===== config.mk =====
export PLATFORM = sky130hd
export DESIGN_NAME = r2dh_cfg
export DESIGN_NICKNAME = d
export VERILOG_FILES = /design/src/rtl/r2dh_pkg.sv /design/src/rtl/r2dh_cfg.sv
export SDC_FILE = /design/constraint.sdc
export NUM_CORES = 1
export LEC_CHECK = 0
export BUFFER_PORTS_ARGS = -buffer_cell sky130_fd_sc_hd__buf_4
export CAP_MARGIN = 15
export CORE_MARGIN = 2
export CORE_UTILIZATION = 37
export DETAILED_ROUTE_END_ITERATION = 7
export GPL_TIMING_DRIVEN = 0
export PLACE_DENSITY = 0.58
export REMOVE_ABC_BUFFERS = 1
export SLEW_MARGIN = 30
export SYNTH_ARGS = -nofsm -noshare
export SYNTH_HDL_FRONTEND = slang
export SYNTH_SLANG_ARGS = --single-unit

===== constraint.sdc =====
create_clock -name clk -period 1.55 [get_ports clk]
set_input_delay 0.2325 -clock clk [delete_from_list [all_inputs] [get_ports clk]]
set_output_delay 0.2325 -clock clk [all_outputs]
set_load 0.02 [all_outputs]

===== src/rtl/r2dh_pkg.sv =====
// ----------------------------------------------------------------------------
// r2dh_pkg
// Shared constants, types and helpers of the 2D density histogram.
// ----------------------------------------------------------------------------
package r2dh_pkg;

  localparam int BINS_FIRST  = 256;
  localparam int BINS_SECOND = 256;
  localparam int COUNT_BITS  = 32;

  localparam int ROW_BITS    = $clog2(BINS_FIRST);
  localparam int COL_BITS    = $clog2(BINS_SECOND);
  localparam int ADDR_BITS   = ROW_BITS + COL_BITS;
  localparam int STORE_DEPTH = 1 << ADDR_BITS;

  localparam int COORD_BITS  = 32;
  localparam int DATA_BITS   = 32;
  localparam int IDX_BITS    = 28;
  localparam int PROD_BITS   = 64;
  localparam int WIDE_BITS   = 48;
  localparam int SEL_BITS    = 2;

  localparam logic [SEL_BITS-1:0] AXIS_X    = 2'd0;
  localparam logic [SEL_BITS-1:0] AXIS_Y    = 2'd1;
  localparam logic [SEL_BITS-1:0] AXIS_Z    = 2'd2;
  localparam logic [SEL_BITS-1:0] AXIS_NONE = 2'd3;

  localparam logic ACTION_BIN  = 1'b0;
  localparam logic ACTION_READ = 1'b1;

  typedef enum logic [2:0] {
    REG_AXIS_MAP   = 3'd0,
    REG_LOW_FIRST  = 3'd1,
    REG_UP_FIRST   = 3'd2,
    REG_LOW_SECOND = 3'd3,
    REG_UP_SECOND  = 3'd4,
    REG_LOW_SLAB   = 3'd5,
    REG_UP_SLAB    = 3'd6,
    REG_INV_WIDTH  = 3'd7
  } reg_index_t;

  typedef struct packed {
    logic [5:0]                   axis_map;
    logic signed [COORD_BITS-1:0] low_first;
    logic signed [COORD_BITS-1:0] up_first;
    logic signed [COORD_BITS-1:0] low_second;
    logic signed [COORD_BITS-1:0] up_second;
    logic signed [COORD_BITS-1:0] low_slab;
    logic signed [COORD_BITS-1:0] up_slab;
    logic [DATA_BITS-1:0]         inv_bin_width;
  } cfg_t;

  typedef struct packed {
    logic                done;
    logic                hit;
    logic [ROW_BITS-1:0] row;
    logic [COL_BITS-1:0] col;
  } idx_res_t;

  function automatic logic [DATA_BITS-1:0] clamp_count(input logic [COUNT_BITS-1:0] c);
    logic [WIDE_BITS-1:0] wide;
    wide = WIDE_BITS'(c);
    return (wide > WIDE_BITS'(32'hFFFF_FFFF)) ? 32'hFFFF_FFFF : wide[DATA_BITS-1:0];
  endfunction

endpackage


===== src/rtl/r2dh_cfg.sv =====
// ----------------------------------------------------------------------------
// r2dh_cfg
// Configuration register bank with reset values.
// ----------------------------------------------------------------------------
module r2dh_cfg
  import r2dh_pkg::*;
(
  input  logic                 clk,
  input  logic                 rst,
  input  logic                 cfg_write,
  input  logic [2:0]           cfg_index,
  input  logic [DATA_BITS-1:0] cfg_data,
  output cfg_t                 cfg
);

  always_ff @(posedge clk) begin
    if (rst) begin
      cfg.axis_map      <= 6'd36;
      cfg.low_first     <= 32'sd1740636;
      cfg.up_first      <= 32'sd4190110;
      cfg.low_second    <= 32'sd1188037;
      cfg.up_second     <= 32'sd3222274;
      cfg.low_slab      <= 32'sd8137998;
      cfg.up_slab       <= 32'sd12833522;
      cfg.inv_bin_width <= 32'd32768000;
    end else if (cfg_write) begin
      unique case (reg_index_t'(cfg_index))
        REG_AXIS_MAP:   cfg.axis_map      <= cfg_data[5:0];
        REG_LOW_FIRST:  cfg.low_first     <= cfg_data;
        REG_UP_FIRST:   cfg.up_first      <= cfg_data;
        REG_LOW_SECOND: cfg.low_second    <= cfg_data;
        REG_UP_SECOND:  cfg.up_second     <= cfg_data;
        REG_LOW_SLAB:   cfg.low_slab      <= cfg_data;
        REG_UP_SLAB:    cfg.up_slab       <= cfg_data;
        REG_INV_WIDTH:  cfg.inv_bin_width <= cfg_data;
        default: ;
      endcase
    end
  end

endmodule


==> run metrics <==
most frequent cells in the layout 273 x buf_4, 230 x mux2i_1, 230 x dfxtp_1; synthesized instance count 822; fill count 2,245; Critical-path top delay cell buf_16; slew margin rel. 44.3%; crit end category flip-flop; Largest Register cfg; diodes inserted 0; Remaining DRCs 0; min Tclk post-route 1.35 ns; dominant cell type by area after synthesis dfxtp_1; worst flop-to-flop path startpoint cfg[97]$_SDFFE_PP1P_; total CTS buffers 26; non-filler cells, final 1,431; I/O Buffers 267; most common cell after layout, fill and taps aside buf_4; Core Box Area 23,500 um2; WL final 24.3 mm; TritonCTS clock tree built; setup bufs post-CTS 0; sequential cell area fraction in the yosys report 51.8%; unrepaired setup endpoints after global routing no; status completed; hold endpoint cfg[167]$_SDFFE_PP1P_; vias per inst 4.55; die height 159 um; GRT overflow 0; Worst Hold Class in -> reg; #FFs+latches synth 230; area share of the largest cell type after synthesis 51.8%; Arr. time, crit path 1.72 ns; measured slew at the worst slew-check pin 0.836 ns; CP startpoint rst; Max Fclk 743 MHz; P per Cell Area 1060 nW/um2; crit path cell chain buf_8 -> buf_16 -> buf_16 -> nand2b_1 -> mux2i_1; crit path max fanout 132; # rows 56; cell count after placement 1,371; clk slew on worst S/H paths 0.06 ns; synth top area cells dfxtp_1 52%, mux2i_1 26%, nand2b_1 13%, nor2_1 4.4%, buf_2 1.5%; overall routing resource usage 18.6%; max reg flops 230; clock sink count 230; Unique masters post-synth 15; final setup fails 0; Vias 6,511; Clock Tree Buf Depth 3; Leak Pwr 6.05 nW; later-pin clock latency in the skew report 0.51 ns; via count of the first global-routing pass 6,612; DRT iter0 DRCs 327; IO Count 268; Setup Skew 0 ns; Starting Density 37.7%; Syn Area/Cell 10.8 um2; drt first pass iters 4; hold wc startpoint cfg_data[7]; MaxCap Viol Count 0; CP Launch Type primary input; CP peak stage delay 0.36 ns; Die Wd 159 um; number of H-tree levels 1; register area 4600 um2; Hold Crit Depth 3; crit path kind in -> reg; DP Wirelength 16.9 mm; first-pass GRT wire length 38.4 mm; die area 25,300 um2; Area growth, synth to finish 38.2%; VDD IR max 0.664 mV; Syn. warnings 0; Clock Tree Root clkbuf_16; r2r endpoint cfg[97]$_SDFFE_PP1P_; Register-to-Register Path Depth 2; Tcrit/Tclk final 86.9%; Final Hold Viols 0; Largest regs cfg x230; Worst EP required 1.92 ns; largest net degree at the start of global routing 133; initial antenna violation count 0; routability cong. 0.713; routed length per instance 17.0 um; mapped cell area 8880 um2; Final Max Tran Viols 0; Multi-input gate area 4010 um2; Detail Route Antenna Nets 0; share of layout cells above drive strength 1 30.1%; Tot Pwr 13.0 mW; FF-to-FF setup slack 0.92 ns; fin nets 1,132; CP most frequent cell buf_16
-- worst max path at each step --
| stage | depth (start not counted) | slack (ns) | end |
|---|---|---|---|
| 3_5_place_dp | 5 | -0.34 | cfg[202]$_SDFFE_PP1P_ |
| 6_report | 5 | 0.20 | cfg[189]$_SDFFE_PP0P_ |
| 5_1_grt | 5 | 0.08 | cfg[189]$_SDFFE_PP0P_ |
| 3_3_place_gp | 3 | -5.02 | cfg[200]$_SDFFE_PP1P_ |
| 2_1_floorplan | 2 | -2.11 | cfg[192]$_SDFFE_PP0P_ |
| 4_1_cts | 5 | 0.19 | cfg[202]$_SDFFE_PP1P_ |
-- worst max-delay path: cells and delay by family --
family	cells	cell delay, ns
muxes	1	0.11
buffers and inverters	3	0.89
and+or+nand+nor	1	0.33
-- through the flow --
stage | setup WS, ns | cell area [um2] | util, % | setup TNS [ns] | hold slack (ns)
global route | 0.0761 | 12300 | 52.1 | 0 | 0.0215
global placement | -5.02 | 11000 | 46.6 | -457.58 | 0.459
finish | 0.203 | 12300 | 52.1 | 0 | 0.0169
floorplan | -2.11 | 8580 | - | -111.47 | 0.387
detailed placement | -0.340 | 11300 | 48.1 | -27.88 | 0.460
CTS | 0.189 | 12300 | 52.1 | 0 | 0.000290
-- metal layers --
metal  track usage [%]  part of all wire [%]  vias to the layer above
li1                  -                     -                     3266
met1              24.7                    47                     3043
met2              30.7                    45                      164
met3              4.56                   5.9                       38
met4              4.75                   2.2                        0
met5                 0                     0                        -
-- logic make-up (layout without fill, tap and decap cells) --
family                 Yosys count  in the layout  synth area share (%)
and+or+nand+nor                300            300                  18.8
DFF                            230            230                  51.8
muxes                          230            230                  25.9
buffers and inverters           62            352                  3.42
-- cell type report --
class / count / share of cell area (%)
Tap cell: 319 / 3.25
Timing Repair Buffer: 306 / 20.0
Sequential cell: 230 / 37.5
Clock inverter: 5 / 0.204
Multi-Input combinational cell: 530 / 32.7
Clock buffer: 41 / 6.34
-- timing repair --
item,4_1_cts,5_1_grt
gates resized for setup,0,0
hold buffers,14,0
hold endpoints to repair,20,0
-- synth_stat cells --
cell and number:
nand4bb_1 3, and4b_1 2, buf_2 27, clkbuf_1 28, nand4_1 1, dfxtp_1 230, buf_4 4, nor2_1 103
nand2b_1 184, buf_6 3, mux2i_1 230, and4bb_2 1, nor4bb_1 2, or4b_4 1, nand4b_1 3
-- power by group --
group	internal (mW)	switching [mW]
Sequential	6.05	0.0696
Clock	3.42	2.37
Combinational	0.511	0.609
Total	9.98	3.05
Power figures use the tool's default switching activity.
