==> src/rtl/r2dh_pkg.sv <==
// ----------------------------------------------------------------------------
// r2dh_pkg
// Shared constants, types and helpers of the 2D density histogram.
// ----------------------------------------------------------------------------
package r2dh_pkg;

  localparam int BINS_FIRST  = 256;
  localparam int BINS_SECOND = 256;
  localparam int COUNT_BITS  = 32;

  localparam int ROW_BITS    = $clog2(BINS_FIRST);
  localparam int COL_BITS    = $clog2(BINS_SECOND);
  localparam int ADDR_BITS   = ROW_BITS + COL_BITS;
  localparam int STORE_DEPTH = 1 << ADDR_BITS;

  localparam int COORD_BITS  = 32;
  localparam int DATA_BITS   = 32;
  localparam int IDX_BITS    = 28;
  localparam int PROD_BITS   = 64;
  localparam int WIDE_BITS   = 48;
  localparam int SEL_BITS    = 2;

  localparam logic [SEL_BITS-1:0] AXIS_X    = 2'd0;
  localparam logic [SEL_BITS-1:0] AXIS_Y    = 2'd1;
  localparam logic [SEL_BITS-1:0] AXIS_Z    = 2'd2;
  localparam logic [SEL_BITS-1:0] AXIS_NONE = 2'd3;

  localparam logic ACTION_BIN  = 1'b0;
  localparam logic ACTION_READ = 1'b1;

  typedef enum logic [2:0] {
    REG_AXIS_MAP   = 3'd0,
    REG_LOW_FIRST  = 3'd1,
    REG_UP_FIRST   = 3'd2,
    REG_LOW_SECOND = 3'd3,
    REG_UP_SECOND  = 3'd4,
    REG_LOW_SLAB   = 3'd5,
    REG_UP_SLAB    = 3'd6,
    REG_INV_WIDTH  = 3'd7
  } reg_index_t;

  typedef struct packed {
    logic [5:0]                   axis_map;
    logic signed [COORD_BITS-1:0] low_first;
    logic signed [COORD_BITS-1:0] up_first;
    logic signed [COORD_BITS-1:0] low_second;
    logic signed [COORD_BITS-1:0] up_second;
    logic signed [COORD_BITS-1:0] low_slab;
    logic signed [COORD_BITS-1:0] up_slab;
    logic [DATA_BITS-1:0]         inv_bin_width;
  } cfg_t;

  typedef struct packed {
    logic                done;
    logic                hit;
    logic [ROW_BITS-1:0] row;
    logic [COL_BITS-1:0] col;
  } idx_res_t;

  function automatic logic [DATA_BITS-1:0] clamp_count(input logic [COUNT_BITS-1:0] c);
    logic [WIDE_BITS-1:0] wide;
    wide = WIDE_BITS'(c);
    return (wide > WIDE_BITS'(32'hFFFF_FFFF)) ? 32'hFFFF_FFFF : wide[DATA_BITS-1:0];
  endfunction

endpackage

==> src/rtl/r2dh_index.sv <==
// ----------------------------------------------------------------------------
// r2dh_index
// Box test and bin index calculation with one shared 32 x 32 multiplier.
// ----------------------------------------------------------------------------
module r2dh_index
  import r2dh_pkg::*;
(
  input  logic                         clk,
  input  logic                         rst,
  input  logic                         start,
  input  logic signed [COORD_BITS-1:0] coord_x,
  input  logic signed [COORD_BITS-1:0] coord_y,
  input  logic signed [COORD_BITS-1:0] coord_z,
  input  cfg_t                         cfg,
  output idx_res_t                     res
);

  typedef enum logic [3:0] {
    IX_IDLE       = 4'b0001,
    IX_MUL_FIRST  = 4'b0010,
    IX_MUL_SECOND = 4'b0100,
    IX_DONE       = 4'b1000
  } ix_state_t;

  ix_state_t state, state_next;

  logic [SEL_BITS-1:0]         sel_first, sel_second, sel_slab;
  logic signed [COORD_BITS-1:0] p_first, p_second, p_slab;
  logic                         in_first, in_second, in_slab, box_ok;
  logic signed [COORD_BITS:0]   d_first, d_second;
  logic [COORD_BITS-1:0]        diff_first, diff_second;
  logic                         ok;
  logic [DATA_BITS-1:0]         mul_a;
  logic [PROD_BITS-1:0]         product;
  logic [IDX_BITS-1:0]          idx_first, idx_second;

  function automatic logic signed [COORD_BITS-1:0] pick(
    input logic [SEL_BITS-1:0]         sel,
    input logic signed [COORD_BITS-1:0] x,
    input logic signed [COORD_BITS-1:0] y,
    input logic signed [COORD_BITS-1:0] z
  );
    logic signed [COORD_BITS-1:0] p;
    case (sel)
      AXIS_X:  p = x;
      AXIS_Y:  p = y;
      default: p = z;
    endcase
    return p;
  endfunction

  always_comb begin
    sel_first  = cfg.axis_map[1:0];
    sel_second = cfg.axis_map[3:2];
    sel_slab   = cfg.axis_map[5:4];
    p_first    = pick(sel_first, coord_x, coord_y, coord_z);
    p_second   = pick(sel_second, coord_x, coord_y, coord_z);
    p_slab     = pick(sel_slab, coord_x, coord_y, coord_z);
    in_first   = (p_first >= cfg.low_first) && (p_first < cfg.up_first);
    in_second  = (p_second >= cfg.low_second) && (p_second < cfg.up_second);
    in_slab    = (p_slab >= cfg.low_slab) && (p_slab < cfg.up_slab);
    box_ok     = in_first && in_second && in_slab && (sel_first != AXIS_NONE)
                 && (sel_second != AXIS_NONE) && (sel_slab != AXIS_NONE);
    d_first    = {p_first[COORD_BITS-1], p_first} - {cfg.low_first[COORD_BITS-1], cfg.low_first};
    d_second   = {p_second[COORD_BITS-1], p_second}
                 - {cfg.low_second[COORD_BITS-1], cfg.low_second};
  end

  assign mul_a   = (state == IX_MUL_FIRST) ? diff_first : diff_second;
  assign product = PROD_BITS'(mul_a) * PROD_BITS'(cfg.inv_bin_width);

  always_comb begin
    state_next = state;
    unique case (state)
      IX_IDLE:       if (start) state_next = IX_MUL_FIRST;
      IX_MUL_FIRST:  state_next = IX_MUL_SECOND;
      IX_MUL_SECOND: state_next = IX_DONE;
      IX_DONE:       state_next = IX_IDLE;
      default:       state_next = IX_IDLE;
    endcase
  end

  always_ff @(posedge clk) begin
    if (rst) begin
      state <= IX_IDLE;
    end else begin
      state <= state_next;
    end
  end

  always_ff @(posedge clk) begin
    if (state == IX_IDLE && start) begin
      diff_first  <= d_first[COORD_BITS-1:0];
      diff_second <= d_second[COORD_BITS-1:0];
      ok          <= box_ok;
    end
    if (state == IX_MUL_FIRST) begin
      idx_first <= product[PROD_BITS-1:PROD_BITS-IDX_BITS];
    end
    if (state == IX_MUL_SECOND) begin
      idx_second <= product[PROD_BITS-1:PROD_BITS-IDX_BITS];
    end
  end

  always_comb begin
    res.done = (state == IX_DONE);
    res.hit  = ok && (idx_first < IDX_BITS'(BINS_FIRST))
               && (idx_second < IDX_BITS'(BINS_SECOND));
    res.row  = idx_first[ROW_BITS-1:0];
    res.col  = idx_second[COL_BITS-1:0];
  end

endmodule

==> config.mk <==
export PLATFORM = sky130hd
export DESIGN_NAME = r2dh_index
export DESIGN_NICKNAME = d
export VERILOG_FILES = /design/src/rtl/r2dh_pkg.sv /design/src/rtl/r2dh_index.sv
export SDC_FILE = /design/constraint.sdc
export NUM_CORES = 2
export LEC_CHECK = 0
export BUFFER_PORTS_ARGS = -buffer_cell sky130_fd_sc_hd__buf_4
export CAP_MARGIN = 20
export CORE_MARGIN = 2
export CORE_UTILIZATION = 55
export DETAILED_ROUTE_END_ITERATION = 12
export GPL_TIMING_DRIVEN = 1
export HOLD_SLACK_MARGIN = 0.15
export PLACE_DENSITY = 0.84
export SLEW_MARGIN = 20
export SYNTH_ARGS = -nofsm -noshare
export SYNTH_HDL_FRONTEND = slang
export SYNTH_SLANG_ARGS = --single-unit
==> constraint.sdc <==
create_clock -name clk -period 10.05 [get_ports clk]
set_input_delay 3.015 -clock clk [delete_from_list [all_inputs] [get_ports clk]]
set_output_delay 3.015 -clock clk [all_outputs]
set_load 0.02 [all_outputs]
==> out/metrics.yaml <==
finalMaxSlewViolations: 0
io_buffers: 346
cpLargestDelayFamily: "adder cells"
fp-row-count: 105
synth-simple-area-share_pct: 16.53
design.core.area_um2: 81850
cts_made_buffers: 17
wirelength_um: 134600
die_w_um: 291.0
die_y_um: 291.0
grt_overflow_total: 0
max_freq_mhz: 99.64
hold_slack_ns: 0.5979
critical_path.startpoint: "cfg[17]"
relSlewSlack_pct: 28.09
postCtsHoldBufs: 0
wire_per_inst_um: 20.94
postRouteAntennaNets: 0
grt_pass1_vias: 39810
tightest_slew_ns: 1.065
avgSynthCellArea_um2: 9.018
multi_input_area_um2: 36990
path_buf_inv: 9
drive_gt1_share_pct: 13.18
final_hold_viol_count: 0
syn_area_um2: 45310
cts_sinks: 125
vias: 36710
status: "finished clean"
start_util_pct: 55.36
synth-async-reset-ratio_pct: 0
io_pins: 347
max_cap_violations: 0
r2r-start: "state[1]$_SDFFE_PP0P_"
worst-path-max-fanout: 12
h-tree-depth: 4
synth_top_family_by_area: "adder cells"
ff_latch_area_um2: 3714
slowest_delay_ns: 0.59
grt_max_degree: 67
synth_nets: 6700
seq_area_frac_synth_pct: 8.195
grt_setup_unrepaired: "yes"
critPathKind: "in2reg"
synth_edf_count: 121
hp-start: "state[1]$_SDFFE_PP0P_"
drt_first_iter_violations: 2750
ff2ff_path_depth: 30
min_path_type: "reg2reg"
end_kind: "register"
synth_fa_ha_area_share_pct: 52.03
critical_path_required_ns: 10.26
antenna_found_initial: 12
whs_path_depth: 1
dieArea_um2: 84700
drc: 0
insertion_delay_ns: 0.46
crit_slowest_cell: "fa_1"
grt_pass1_wl_um: 210900
ys_dominant_reg_cell: "edfxtp_1"
fill_cells: 6610
fin_nets: 7011
clock_skew_ns: 0.02125
r2r_slack_ns: 0.78
dr.pass1.iters: 6
synth_compound_area_share_pct: 7.428
ys_ff_latch: 125
grt_usage_pct: 32.03
crit_top_cell: "fa_1"
cts_buffer_depth: 2
ys_types: 67
cp.arrival_ns: 10.24
dp_hpwl_um: 111900
area_growth_pct: 12.88
post-route-period-util_pct: 99.87
clk_pin_slew_ns: 0.08
yosysWarnings: 0
crit_path_start_kind: "input port"
tritoncts: "done"
r2r-end: "idx_first[14]$_DFFE_PP_"
via_per_inst: 5.709
root_buffer: "clkbuf_16"
synth_cells: 5025
yosys.area_share.xor_xnor_pct: 1.566
finalWorstPathRequiredPeriod_ns: 10.04
synth_mux_area_share_pct: 3.073
setup_viol: 0
gp_congestion: 0.9870
hold_path_end: "state[1]$_SDFFE_PP0P_"
-- flip-flops by register name, summed over array words and instances, names as in the netlist --
name and flops:
idx_first 28, diff_first 32, state 4, idx_second 28, diff_second 32, ok 1
-- how the worst max path moves through the flow --
stage / endpoint / cells past startpoint
after global placement: idx_first[21]$_DFFE_PP_ / 25
after detailed placement: idx_first[22]$_DFFE_PP_ / 25
after CTS: idx_second[22]$_DFFE_PP_ / 25
after global routing: idx_first[18]$_DFFE_PP_ / 25
after floorplan: idx_first[18]$_DFFE_PP_ / 24
final: idx_first[14]$_DFFE_PP_ / 28
-- layout make-up --
type / count / share of cell area [%]
multi-input cells: 3567 / 72.33
well taps: 1070 / 2.617
clock buffers: 17 / 0.8317
inverters: 1077 / 7.904
flip-flops and latches: 125 / 7.260
repair buffers: 548 / 8.621
diodes: 11 / 0.05382
clock inverters: 15 / 0.3841
-- cell usage in the layout, fill, tap and decap left out, drive strengths merged, types with 102 or more instances in the layout --
master  instances
inv          1087
fa            897
and2          599
nand2         598
buf           545
ha            449
o21ai         155
a21oi         142
edfxtp        121
mux2i         102
-- cells by family after synthesis --
logic type / after synthesis
AND/OR/NAND/NOR: 1471
adder cells (fa/ha/maj): 1346
buffers and inverters: 1333
AO/OA/AOI/OAI: 534
multiplexers: 135
flip-flops: 125
XOR/XNOR: 81
-- cells in the mapped netlist, types with 11 or more instances --
master,n,area (um^2)
edfxtp_1,121,3633
o211ai_1,11,82.58
a21o_1,95,713.2
nand2_1,598,2245
o21bai_1,19,142.6
ha_1,449,5618
clkbuf_1,233,874.6
nand4_1,48,300.3
o21ai_0,155,775.7
nor2_1,86,322.8
a21oi_1,141,705.7
nand2b_1,14,87.58
nor3_1,25,125.1
inv_1,1077,4043
nor4_1,13,81.33
mux2_2,32,360.4
and3_1,12,75.07
o21a_1,17,127.6
mux2i_1,102,1021
fa_1,897,17960
and2_1,599,3747
nand3_1,21,105.1
xnor2_1,57,499.2
buf_4,16,120.1
a211oi_1,12,90.09
xor2_1,24,210.2
nor2b_1,28,175.2
-- routing by layer --
metal	global-route usage, %	routed length, um	up-vias
met5	0	13	-
met4	22.85	11270	2
met3	4.551	9703	542
met2	56.02	67180	1862
met1	35.95	46450	18230
li1	-	-	16080
-- metrics by stage --
step / instances / utilization, % / area, um^2 / TNS [ns] / setup slack (ns)
2_1_floorplan: 5025 / - / 45350 / 0 / 0.002689
3_3_place_gp: 6373 / 60.80 / 49760 / -29.03 / -0.8053
3_5_place_dp: 6373 / 60.80 / 49760 / -38.07 / -1.071
4_1_cts: 6408 / 61.80 / 50580 / 0 / 0.001497
5_1_grt: 6429 / 62.49 / 51150 / -2.996 / -0.2292
6_report: 6430 / 62.49 / 51150 / 0 / 0.01343
-- repair_timing --
action                                  CTS  global route
cloned                                    0             2
pin swaps                                20            81
buffers inserted                          3             9
gates resized for setup                  36           107
endpoints found under the setup margin   46            46
-- worst reg2reg max path, delay by kind of cell (launching register included) --
kind	cells	cell delay, ns
flip-flops	1	0.47
buffers and inverters	10	1.23
AND/OR/NAND/NOR	4	0.73
multiplexers	1	0.66
AO/OA/AOI/OAI	5	1.39
XOR/XNOR	1	0.10
adder cells (fa/ha/maj)	9	4.45
Power is not shown: default switching activity piles up to over one toggle a cycle in this logic, so the estimate is an artifact.
